**config.mk**
```make
export PLATFORM = sky130hd
export DESIGN_NAME = newton_square_root_unit
export DESIGN_NICKNAME = d
export VERILOG_FILES = /design/src/rtl/nsr_pkg.sv /design/src/rtl/newton_square_root_unit.sv /design/src/rtl/nsr_square.sv /design/src/rtl/nsr_divider.sv
export SDC_FILE = /design/constraint.sdc
export NUM_CORES = 2
export LEC_CHECK = 0
export ABC_AREA = 1
export BUFFER_PORTS_ARGS = -buffer_cell sky130_fd_sc_hd__clkbuf_2
export CAP_MARGIN = 5
export CORE_MARGIN = 2
export CORE_UTILIZATION = 60
export DETAILED_ROUTE_END_ITERATION = 7
export MAX_ROUTING_LAYER = met4
export PLACE_DENSITY = 0.78
export SLEW_MARGIN = 40
export SYNTH_ARGS = -nofsm -noshare
export SYNTH_HDL_FRONTEND = slang
export SYNTH_HIERARCHICAL = 1
export SYNTH_SLANG_ARGS = --single-unit
export TNS_END_PERCENT = 20
```
**constraint.sdc**
```tcl
create_clock -name i_clk -period 15.72 [get_ports i_clk]
set_input_delay 3.144 -clock i_clk [delete_from_list [all_inputs] [get_ports i_clk]]
set_output_delay 3.144 -clock i_clk [all_outputs]
set_load 0.05 [all_outputs]
```
**src/rtl/nsr_pkg.sv**
```systemverilog
// Shared types, constants and codes of the Newton square root unit.
`default_nettype none

package nsr_pkg;

    localparam int DATA_WIDTH_DEF = 32;
    localparam int FRAC_BITS_DEF  = 16;

    localparam int TOL_W      = 32;
    localparam int LIMIT_W    = 6;
    localparam int STATUS_W   = 2;
    localparam int CFG_IDX_W  = 1;
    localparam int CFG_DATA_W = 32;

    localparam logic [TOL_W-1:0]   TOL_RESET   = 32'd42950;
    localparam logic [LIMIT_W-1:0] LIMIT_RESET = 6'd32;

    localparam logic [CFG_IDX_W-1:0] REG_TOLERANCE  = 1'd0;
    localparam logic [CFG_IDX_W-1:0] REG_ITER_LIMIT = 1'd1;

    localparam logic [STATUS_W-1:0] STS_TOLERANCE = 2'd0;
    localparam logic [STATUS_W-1:0] STS_STALLED   = 2'd1;
    localparam logic [STATUS_W-1:0] STS_LIMIT     = 2'd2;

    typedef enum logic [1:0] {
        ST_IDLE,
        ST_SQUARE,
        ST_CHECK,
        ST_DIVIDE
    } t_state;

    typedef struct packed {
        logic busy;
        logic done;
    } t_unit_status;

endpackage

`default_nettype wire

```
**src/rtl/newton_square_root_unit.sv**
```systemverilog
// Newton square root unit: sequencer, estimate update, registers and result port.
//
// Command channel: a radicand (unsigned, FRAC_BITS fractional bits) transfers on a
// rising edge with start high and busy low. busy stays high until the result is out.
// Result channel: o_valid is high for exactly one cycle with o_root, o_steps_taken
// and o_finish_status; the receiver takes it in that cycle and cannot stall it.
// Configuration: i_cfg_we writes i_cfg_wdata to register i_cfg_idx (0 tolerance,
// 1 iteration limit) on the edge. The user must write only while the unit is idle;
// the unit does not enforce this. A zero radicand answers zero in the next cycle.
// Otherwise each Newton step runs the serial squarer, the residual check and the
// restoring divider: the squarer takes one multiplier bit per cycle and the divider
// one quotient bit per cycle, or none when its up-front check finds the quotient
// overflows. A step that leaves the estimate unchanged ends the item with no closing
// square and residual check.
// One item is in work at a time; a new start is taken in the cycle of the result.
// Reset restores tolerance 42950 and limit 32 and drops any item in work.
`default_nettype none

module newton_square_root_unit
    import nsr_pkg::*;
#(
    parameter int DATA_WIDTH = DATA_WIDTH_DEF,
    parameter int FRAC_BITS  = FRAC_BITS_DEF
) (
    input  wire logic                  i_clk,
    input  wire logic                  i_rst_n,
    input  wire logic                  start,
    output logic                       busy,
    input  wire logic [DATA_WIDTH-1:0] i_radicand,
    input  wire logic                  i_cfg_we,
    input  wire logic [CFG_IDX_W-1:0]  i_cfg_idx,
    input  wire logic [CFG_DATA_W-1:0] i_cfg_wdata,
    output logic                       o_valid,
    output logic      [DATA_WIDTH-1:0] o_root,
    output logic      [LIMIT_W-1:0]    o_steps_taken,
    output logic      [STATUS_W-1:0]   o_finish_status
);

    localparam int SQ_W      = 2 * DATA_WIDTH;
    localparam int XS_W      = DATA_WIDTH + FRAC_BITS;
    localparam int MAG_WIDTH = (SQ_W > XS_W) ? SQ_W : XS_W;

    t_state                r_state, n_state;
    logic                  r_valid, n_valid;
    logic [TOL_W-1:0]      r_tol, n_tol;
    logic [LIMIT_W-1:0]    r_limit, n_limit;
    logic [DATA_WIDTH-1:0] r_t, n_t;
    logic [MAG_WIDTH-1:0]  r_xs, n_xs;
    logic [MAG_WIDTH-1:0]  r_mag, n_mag;
    logic                  r_pos, n_pos;
    logic [LIMIT_W-1:0]    r_steps, n_steps;
    logic [DATA_WIDTH-1:0] r_root, n_root;
    logic [LIMIT_W-1:0]    r_steps_out, n_steps_out;
    logic [STATUS_W-1:0]   r_status, n_status;

    logic                  accept;
    logic                  sq_start;
    t_unit_status          sq_sts;
    logic [MAG_WIDTH:0]    sq_diff;
    logic                  div_start;
    t_unit_status          div_sts;
    logic [DATA_WIDTH-1:0] div_quot;
    logic                  div_ovf;
    logic [DATA_WIDTH:0]   up_sum;
    logic [DATA_WIDTH-1:0] new_t;

    assign busy   = (r_state != ST_IDLE);
    assign accept = start && !busy;
    assign up_sum = {1'b0, r_t} + {1'b0, div_quot};

    always_comb begin
        if (r_pos) begin
            if (div_ovf || div_quot >= r_t) begin
                new_t = DATA_WIDTH'(1);
            end else begin
                new_t = r_t - div_quot;
            end
        end else begin
            if (div_ovf || up_sum[DATA_WIDTH]) begin
                new_t = '1;
            end else begin
                new_t = up_sum[DATA_WIDTH-1:0];
            end
        end
    end

    always_comb begin
        n_state     = r_state;
        n_valid     = 1'b0;
        n_tol       = r_tol;
        n_limit     = r_limit;
        n_t         = r_t;
        n_xs        = r_xs;
        n_mag       = r_mag;
        n_pos       = r_pos;
        n_steps     = r_steps;
        n_root      = r_root;
        n_steps_out = r_steps_out;
        n_status    = r_status;
        sq_start    = 1'b0;
        div_start   = 1'b0;

        if (i_cfg_we) begin
            case (i_cfg_idx)
                REG_TOLERANCE:  n_tol   = i_cfg_wdata[TOL_W-1:0];
                REG_ITER_LIMIT: n_limit = i_cfg_wdata[LIMIT_W-1:0];
                default:        n_tol   = r_tol;
            endcase
        end

        case (r_state)
            ST_IDLE: begin
                if (accept) begin
                    if (i_radicand == '0) begin
                        n_valid     = 1'b1;
                        n_root      = '0;
                        n_steps_out = '0;
                        n_status    = STS_TOLERANCE;
                    end else begin
                        n_xs    = MAG_WIDTH'(i_radicand) << FRAC_BITS;
                        n_t     = (i_radicand[DATA_WIDTH-1:1] == '0) ? DATA_WIDTH'(1)
                                                                    : i_radicand >> 1;
                        n_steps = '0;
                        sq_start = 1'b1;
                        n_state  = ST_SQUARE;
                    end
                end
            end
            ST_SQUARE: begin
                if (sq_sts.done) begin
                    n_pos   = !sq_diff[MAG_WIDTH];
                    n_mag   = sq_diff[MAG_WIDTH] ? MAG_WIDTH'(~sq_diff + (MAG_WIDTH+1)'(1))
                                                 : sq_diff[MAG_WIDTH-1:0];
                    n_state = ST_CHECK;
                end
            end
            ST_CHECK: begin
                if (r_mag <= MAG_WIDTH'(r_tol)) begin
                    n_valid     = 1'b1;
                    n_root      = r_t;
                    n_steps_out = r_steps;
                    n_status    = STS_TOLERANCE;
                    n_state     = ST_IDLE;
                end else if (r_steps >= r_limit) begin
                    n_valid     = 1'b1;
                    n_root      = r_t;
                    n_steps_out = r_steps;
                    n_status    = STS_LIMIT;
                    n_state     = ST_IDLE;
                end else begin
                    div_start = 1'b1;
                    n_state   = ST_DIVIDE;
                end
            end
            ST_DIVIDE: begin
                if (div_sts.done) begin
                    n_steps = r_steps + LIMIT_W'(1);
                    if (new_t == r_t) begin
                        n_valid     = 1'b1;
                        n_root      = r_t;
                        n_steps_out = n_steps;
                        n_status    = STS_STALLED;
                        n_state     = ST_IDLE;
                    end else begin
                        n_t      = new_t;
                        sq_start = 1'b1;
                        n_state  = ST_SQUARE;
                    end
                end
            end
            default: begin
                n_state = ST_IDLE;
            end
        endcase
    end

    always_ff @(posedge i_clk) begin
        if (!i_rst_n) begin
            r_state <= ST_IDLE;
            r_valid <= 1'b0;
            r_tol   <= TOL_RESET;
            r_limit <= LIMIT_RESET;
        end else begin
            r_state <= n_state;
            r_valid <= n_valid;
            r_tol   <= n_tol;
            r_limit <= n_limit;
        end
    end

    always_ff @(posedge i_clk) begin
        r_t         <= n_t;
        r_xs        <= n_xs;
        r_mag       <= n_mag;
        r_pos       <= n_pos;
        r_steps     <= n_steps;
        r_root      <= n_root;
        r_steps_out <= n_steps_out;
        r_status    <= n_status;
    end

    nsr_square #(
        .DATA_WIDTH (DATA_WIDTH),
        .MAG_WIDTH  (MAG_WIDTH)
    ) u_square (
        .i_clk    (i_clk),
        .i_rst_n  (i_rst_n),
        .i_start  (sq_start),
        .i_base   (n_t),
        .i_offset (n_xs),
        .o_status (sq_sts),
        .o_diff   (sq_diff)
    );

    nsr_divider #(
        .DATA_WIDTH (DATA_WIDTH),
        .MAG_WIDTH  (MAG_WIDTH)
    ) u_divider (
        .i_clk    (i_clk),
        .i_rst_n  (i_rst_n),
        .i_start  (div_start),
        .i_num    (r_mag),
        .i_den    ({r_t, 1'b0}),
        .o_status (div_sts),
        .o_quot   (div_quot),
        .o_ovf    (div_ovf)
    );

    assign o_valid         = r_valid;
    assign o_root          = r_root;
    assign o_steps_taken   = r_steps_out;
    assign o_finish_status = r_status;

    a_valid_not_busy: assert property (@(posedge i_clk) disable iff (!i_rst_n)
        o_valid |-> !busy)
        else $error("result strobe while a transfer is still in work");

    a_units_quiet_idle: assert property (@(posedge i_clk) disable iff (!i_rst_n)
        (r_state == ST_IDLE) |-> (!sq_sts.busy && !div_sts.busy))
        else $error("arithmetic unit running while the sequencer is idle");

    a_limit_steps: assert property (@(posedge i_clk) disable iff (!i_rst_n)
        (o_valid && o_finish_status == STS_LIMIT) |-> (o_steps_taken == r_limit))
        else $error("limit status without the full step count");

    a_zero_input: assert property (@(posedge i_clk) disable iff (!i_rst_n)
        (accept && i_radicand == '0) |=> (o_valid && o_root == '0 && o_steps_taken == '0))
        else $error("zero radicand did not answer zero at once");

endmodule

`default_nettype wire

```
**src/rtl/nsr_square.sv**
```systemverilog
// Serial shift-add squarer that returns base*base minus an offset.
`default_nettype none

module nsr_square
    import nsr_pkg::*;
#(
    parameter int DATA_WIDTH = DATA_WIDTH_DEF,
    parameter int MAG_WIDTH  = 2 * DATA_WIDTH_DEF
) (
    input  wire logic                  i_clk,
    input  wire logic                  i_rst_n,
    input  wire logic                  i_start,
    input  wire logic [DATA_WIDTH-1:0] i_base,
    input  wire logic [MAG_WIDTH-1:0]  i_offset,
    output t_unit_status               o_status,
    output logic      [MAG_WIDTH:0]    o_diff
);

    logic                  r_busy, n_busy;
    logic                  r_done, n_done;
    logic [MAG_WIDTH:0]    r_acc, n_acc;
    logic [MAG_WIDTH-1:0]  r_mcand, n_mcand;
    logic [DATA_WIDTH-1:0] r_mplier, n_mplier;

    always_comb begin
        n_busy   = r_busy;
        n_done   = 1'b0;
        n_acc    = r_acc;
        n_mcand  = r_mcand;
        n_mplier = r_mplier;
        if (i_start) begin
            n_busy   = 1'b1;
            n_acc    = ~{1'b0, i_offset} + (MAG_WIDTH+1)'(1);
            n_mcand  = MAG_WIDTH'(i_base);
            n_mplier = i_base;
        end else if (r_busy) begin
            if (r_mplier[0]) begin
                n_acc = r_acc + {1'b0, r_mcand};
            end
            n_mcand  = r_mcand << 1;
            n_mplier = r_mplier >> 1;
            if (n_mplier == '0) begin
                n_busy = 1'b0;
                n_done = 1'b1;
            end
        end
    end

    always_ff @(posedge i_clk) begin
        if (!i_rst_n) begin
            r_busy <= 1'b0;
            r_done <= 1'b0;
        end else begin
            r_busy <= n_busy;
            r_done <= n_done;
        end
    end

    always_ff @(posedge i_clk) begin
        r_acc    <= n_acc;
        r_mcand  <= n_mcand;
        r_mplier <= n_mplier;
    end

    assign o_status.busy = r_busy;
    assign o_status.done = r_done;
    assign o_diff        = r_acc;

endmodule

`default_nettype wire

```
**src/rtl/nsr_divider.sv**
```systemverilog
// Serial restoring divider with an up-front quotient overflow check.
`default_nettype none

module nsr_divider
    import nsr_pkg::*;
#(
    parameter int DATA_WIDTH = DATA_WIDTH_DEF,
    parameter int MAG_WIDTH  = 2 * DATA_WIDTH_DEF
) (
    input  wire logic                  i_clk,
    input  wire logic                  i_rst_n,
    input  wire logic                  i_start,
    input  wire logic [MAG_WIDTH-1:0]  i_num,
    input  wire logic [DATA_WIDTH:0]   i_den,
    output t_unit_status               o_status,
    output logic      [DATA_WIDTH-1:0] o_quot,
    output logic                       o_ovf
);

    localparam int HI_W  = MAG_WIDTH - DATA_WIDTH;
    localparam int CMP_W = (HI_W > DATA_WIDTH + 1) ? HI_W : DATA_WIDTH + 1;
    localparam int CNT_W = $clog2(DATA_WIDTH);

    logic                  r_busy, n_busy;
    logic                  r_done, n_done;
    logic                  r_ovf, n_ovf;
    logic [CNT_W-1:0]      r_cnt, n_cnt;
    logic [DATA_WIDTH:0]   r_rem, n_rem;
    logic [DATA_WIDTH:0]   r_den, n_den;
    logic [DATA_WIDTH-1:0] r_low, n_low;
    logic [DATA_WIDTH-1:0] r_quot, n_quot;
    logic [HI_W-1:0]       num_hi;
    logic [DATA_WIDTH+1:0] trial;

    assign num_hi = i_num[MAG_WIDTH-1:DATA_WIDTH];
    assign trial  = {r_rem, r_low[DATA_WIDTH-1]};

    always_comb begin
        n_busy = r_busy;
        n_done = 1'b0;
        n_ovf  = r_ovf;
        n_cnt  = r_cnt;
        n_rem  = r_rem;
        n_den  = r_den;
        n_low  = r_low;
        n_quot = r_quot;
        if (i_start) begin
            n_ovf  = CMP_W'(num_hi) >= CMP_W'(i_den);
            n_rem  = (DATA_WIDTH+1)'(num_hi);
            n_den  = i_den;
            n_low  = i_num[DATA_WIDTH-1:0];
            n_quot = '0;
            n_cnt  = CNT_W'(DATA_WIDTH - 1);
            if (n_ovf) begin
                n_done = 1'b1;
            end else begin
                n_busy = 1'b1;
            end
        end else if (r_busy) begin
            if (trial >= {1'b0, r_den}) begin
                n_rem  = (DATA_WIDTH+1)'(trial - {1'b0, r_den});
                n_quot = {r_quot[DATA_WIDTH-2:0], 1'b1};
            end else begin
                n_rem  = trial[DATA_WIDTH:0];
                n_quot = {r_quot[DATA_WIDTH-2:0], 1'b0};
            end
            n_low = r_low << 1;
            if (r_cnt == '0) begin
                n_busy = 1'b0;
                n_done = 1'b1;
            end else begin
                n_cnt = r_cnt - CNT_W'(1);
            end
        end
    end

    always_ff @(posedge i_clk) begin
        if (!i_rst_n) begin
            r_busy <= 1'b0;
            r_done <= 1'b0;
        end else begin
            r_busy <= n_busy;
            r_done <= n_done;
        end
    end

    always_ff @(posedge i_clk) begin
        r_ovf  <= n_ovf;
        r_cnt  <= n_cnt;
        r_rem  <= n_rem;
        r_den  <= n_den;
        r_low  <= n_low;
        r_quot <= n_quot;
    end

    assign o_status.busy = r_busy;
    assign o_status.done = r_done;
    assign o_quot        = r_quot;
    assign o_ovf         = r_ovf;

endmodule

`default_nettype wire

```
==> After elaboration in Yosys (flattened, before gate mapping) <==
Cells that the tools add are included.
W data, S select, Z words.
{ "totals": {"regBits": 548, "latchBits": 0, "mem_bits_rw": 0, "mem_bits_ro": 0, "out_inout_bits": 42, "n_memories": 0} }
{ "op_classes": {"add_sub_neg": 8, "multipliers": 0, "div_mod_pow": 0, "n_lt_le_gt_ge": 5, "eq_ne": 12, "n_shift": 0, "muxes": 86, "n_bitwise": 6, "reduce_logical": 25} }
{ "ops": {"columns": ["operator", "n"], "rows": [
  ["$mux W32", 21],
  ["$mux W64", 4],
  ["$mux W65", 3],
  ["$pmux W32 S3", 1],
  ["$add A65 B1 Y65 const B", 1],
  ["$add A65 B64 Y65", 1],
  ["$not A64 Y65", 1],
  ["$add A64 B1 Y64 const B", 1],
  ["$le A64 B32 Y1", 1],
  ["$logic_not A32 Y1", 2],
  ["$not A64 Y64", 1],
  ["$pmux W32 S2", 1],
  ["$mux W6", 9],
  ["$ge A34 B33 Y1", 1],
  ["$add A32 B32 Y33", 1],
  ["$ge A32 B33 Y1", 1],
  ["$mux W33", 1],
  ["$sub A33 B33 Y33", 1],
  ["$eq A32 B32 Y1", 1],
  ["$ge A32 B32 Y1", 1],
  ["$sub A32 B32 Y32", 1],
  ["$logic_not A31 Y1", 1],
  ["$mux W31", 1],
  ["$mux W1", 27],
  ["other kinds (27)", 58]
]} }

==> Depth between registers and ports, before layout <==
{ "depth": {"depth_word": 10, "ltp_mapped": 33} }

==> By module <==
The synthesis kept the hierarchy.
{ "by_module_without_submodules": {"columns": ["mod", "instances", "cells_per_inst", "area_per_inst_um2", "seq_area_each_um2"], "rows": [
  ["newton_square_root_unit", 1, 2616, 17848.4, 6075.8],
  ["nsr_square", 1, 2226, 13884.6, 4554.4],
  ["nsr_divider", 1, 1284, 9296.4, 3743.6]
]} }

==> Worst setup path before layout <==
OpenSTA, ideal clock, no wires.
{ "synth_timing": {"kind": "in2reg", "from": "input i_radicand[25]", "to": "register u_square.r_acc[0], in the netlist u_square/o_diff[0], enable pin", "t_arrival_ns": 6.242, "required_time_ns": 15.026, "setup_slack_ns": 8.783, "stages": 12, "n_path_buf": 3, "path_cell_list": "nor4_1 > nand4_1 > or2_2 > nor2_1 > inv_1 > nand2_1 > clkbuf_1 > a21oi_1 > inv_1 > clkbuf_1 > clkbuf_1 > nand2_1"} }
{ "synth_via": {"elab_chain_len": 6} }
{ "synth_rtl": {"columns": ["item", "line", "rtl"], "rows": [
  ["start, declared", "newton_square_root_unit.sv:29", "input wire logic [DATA_WIDTH-1:0] i_radicand,"],
  ["$logic_not A32 Y1 *", "newton_square_root_unit.sv:114", "if (i_radicand == '0) begin"],
  ["$mux W1 *", "newton_square_root_unit.sv:114", null],
  ["$mux W1 *", "newton_square_root_unit.sv:113", "if (accept) begin"],
  ["$pmux W1 S2 *", "newton_square_root_unit.sv:111", "case (r_state)"],
  ["named net sq_start", "newton_square_root_unit.sv:57", "logic sq_start;"],
  ["$reduce_bool A2 Y1 (no source line)", null, null],
  ["$reduce_and A2 Y1 (no source line) *", null, null],
  ["end signal, assigned", "nsr_square.sv:60", "r_acc <= n_acc;"],
  ["end, declared", "nsr_square.sv:21", "logic [MAG_WIDTH:0] r_acc, n_acc;"]
]} }
The timed path passes the listed nets; every way through them passes the cells marked *.
A chain may end at the register's enable or synchronous reset.

==> Worst setup path in the final report <==
{ "layout_timing": {"from": "input i_radicand[9]", "to": "register u_square.r_acc[39], in the netlist u_square/o_diff[39], data pin"} }
{ "layout_via": {"elab_chain_len": 7} }
{ "layout_rtl": {"columns": ["item", "line", "rtl"], "rows": [
  ["$logic_not A32 Y1", "newton_square_root_unit.sv:114", null],
  ["$mux W64", "newton_square_root_unit.sv:114", null],
  ["$mux W64", "newton_square_root_unit.sv:113", null],
  ["$mux W64", "newton_square_root_unit.sv:111", null],
  ["named net n_xs[17]", "newton_square_root_unit.sv:48", "logic [MAG_WIDTH-1:0] r_xs, n_xs;"],
  ["$not A64 Y65", "nsr_square.sv:33", "n_acc = ~{1'b0, i_offset} + (MAG_WIDTH+1)'(1);"],
  ["$add A65 B1 Y65", "nsr_square.sv:33", null],
  ["$mux W65", "nsr_square.sv:31", "if (i_start) begin"],
  ["named net u_square.n_acc[39]", "nsr_square.sv:21", null]
]} }
The timed path passes the listed nets, and every way through them passes these cells.

==> run_results.csv <==
group,metric,value,unit
power,p_total,0.0112,W
sta,rsz0062_at_grt,"false",
synthesis,syn-instance-count,6124,
layout,fillers,6143,
route,via_per_inst,5.85,
synthesis,syn-cell-area,0.0410,sq mm
clock_tree,cts_made_buffers,57,
floorplan,dieArea,0.0705,sq mm
run_status,violations,"design-rule violations",
hold_path,hold_path.class,"register to register",
synthesis,syn_area_per_cell,6.70,sq um
route,first_iter_violations,6293,
power,power.leakage,22.1,nW
layout,multiInputGateArea,0.0220,sq mm
critical_path,worstSetupEndpointType,"register",
route,detail_route.first_pass.iterations,8,
sta,setup_tns,0,ns
layout,ff_latch_area,0.0144,sq mm
floorplan,initial_core_util,60.9,%
sta,finalCriticalPeriod,6.95,ns
placement,pre_cts_slack,7.62,ns
clock_tree,post_cts.repair.setup_buffers,0,
layout,layout-drive-gt1-share,5.65,%
power,peakVddDrop,0.172,mV
layout,area.growth.synth_to_final,7.78,%
placement,io_buffers,110,
critical_path,cp_max_fo,48,
critical_path,startpoint_type,"input pin",
clock_tree,clk_pin_slew_worst_paths,0.06,ns
flow_run,maxCapViolCount,0,
power,power.density,253,mW/mm^2
placement,dp_cells,6991,
sta,timing.final.crit_share,44.2,%
floorplan,die_w,265,um
sta,relSlewSlack,39.0,%
sta,setup_slack,8.77,ns
clock_tree,cts_resized,0,
grt,antenna_found_initial,1,
sta,max_freq,144,MHz
route,drc,1,
grt,first_global_vias,38200,
placement,hpwlAfterDp,124000,um
grt,grt_usage,44.4,%
critical_path,critPathKind,"input pin to register",
clock_tree,clk_path_buf_depth,3,
synthesis,synth_warnings,6,
clock_tree,cts_tree,"built",
sta,skew,0.0374,ns
sta,finalSetupViolCount,0,
sta,finalHoldWorstSlack,0.430,ns
grt,grt_start_max_net_pins,96,
sta,hold_viol_final,0,
clock_tree,root_buffer,"clkbuf_16",
sta,drv_slew,0,
layout,fin_cells,7100,
route,wl,155000,um
route,vias,41500,
clock_tree,clk-insertion-delay-late,0.67,ns
grt,overflow,0,
run_status,status,"finished, violations left",
layout,layout_commonest_cell,"nand2_1",
sta,worstMarginPinSlew,0.912,ns
floorplan,core,0.0674,sq mm
clock_tree,cts_hold_buffers,0,
floorplan,die_h,265,um
clock_tree,clock-sinks,549,
critical_path,required,16.11,ns
grt,grt_pass1_wl,229000,um
route,wire_per_inst,21.8,um
route,ant_nets,0,
layout,final_cell_mix,"nand2_1, inv_1, nor2_1, edfxtp_1, nand3_1",
clock_tree,htreeDepth,2,
floorplan,rows,95,
critical_path,arrival,7.34,ns
layout,final_net_count,6491,
placement,finalWeightedCongestion,1.16,
floorplan,ios,111,
## worst max-delay path: stages
cell and delay (ns):
clkbuf_2 0.09, nor4_1 0.74, nand4_1 0.15, or2_2 0.33
nor2_1 0.20, inv_1 0.08, nand2_1 0.06, buf_4 0.41
inv_2 0.37, nand2_1 0.14, nand2_1 0.17, nor2_1 0.24
nand2_1 0.07, nor2_1 0.10, nand2_1 0.10, nor3_4 0.32
nand2_2 0.16, nor2_4 0.17, a21oi_1 0.08, o21ai_0 0.11
nand2_1 0.08
## layout make-up
type / count / area share, %
inverter: 1068 / 9.09
clock inverter: 36 / 0.759
tap: 873 / 2.47
sequential: 549 / 32.5
timing repair buffer: 146 / 1.90
antenna: 2 / 0.0113
clock buffer: 71 / 3.58
multi-input combinational: 4355 / 49.7
## sequential cells by signal (all words and copies together), names as in the netlist, 2 cells and up
name	count
r_limit	6
u_divider/r_rem	33
u_square/r_mcand	64
r_tol	32
r_t	32
r_mag	64
o_root	32
u_divider/o_quot	32
o_finish_status	2
u_divider/r_cnt	5
r_state	2
r_steps	6
u_divider/r_low	32
r_xs	64
u_square/r_mplier	32
u_divider/r_den	33
o_steps_taken	6
u_square/o_diff	65
## where the power goes
group / switching [W] / leakage (nW) / total (W) / internal (W)
Sequential: 0.000595 / 4.89 / 0.00291 / 0.00231
Combinational: 0.00500 / 16.3 / 0.00691 / 0.00192
Clock: 0.000625 / 0.947 / 0.00138 / 0.000758
Total: 0.00622 / 22.1 / 0.0112 / 0.00499
## final timing paths
kind | start | to | slack [ns] | cells after the start
worst min register to register | r_xs[0]$_DFF_P_ | r_xs[0]$_DFF_P_ | 0.43 | 2
worst max register to register | r_t[0]$_DFF_P_ | u_square/o_diff[60]$_DFFE_PP_ | 9.09 | 31
worst max-delay path | i_radicand[9] | u_square/o_diff[39]$_DFFE_PP_ | 8.77 | 21
worst min-delay path | r_xs[0]$_DFF_P_ | r_xs[0]$_DFF_P_ | 0.43 | 2
## metal layers
metal  up-vias  routed length [um]  part of all wire (%)  track usage (%)
li1      19500                   -                     -                -
met1     18800               59500                    38             56.2
met2      2619               66200                    43             66.5
met3       562               18200                    12             8.93
met4         0               11000                   7.1             24.9
met5         -                   0                     0                -
## per-stage QoR
step	util (%)	cell area [sq um]
finish	65.6	44200
global route	65.6	44200
global placement	62.7	42200
CTS	65.6	44200
detailed placement	62.7	42300
floorplan	-	41000
Power figures use the tool's default switching activity.
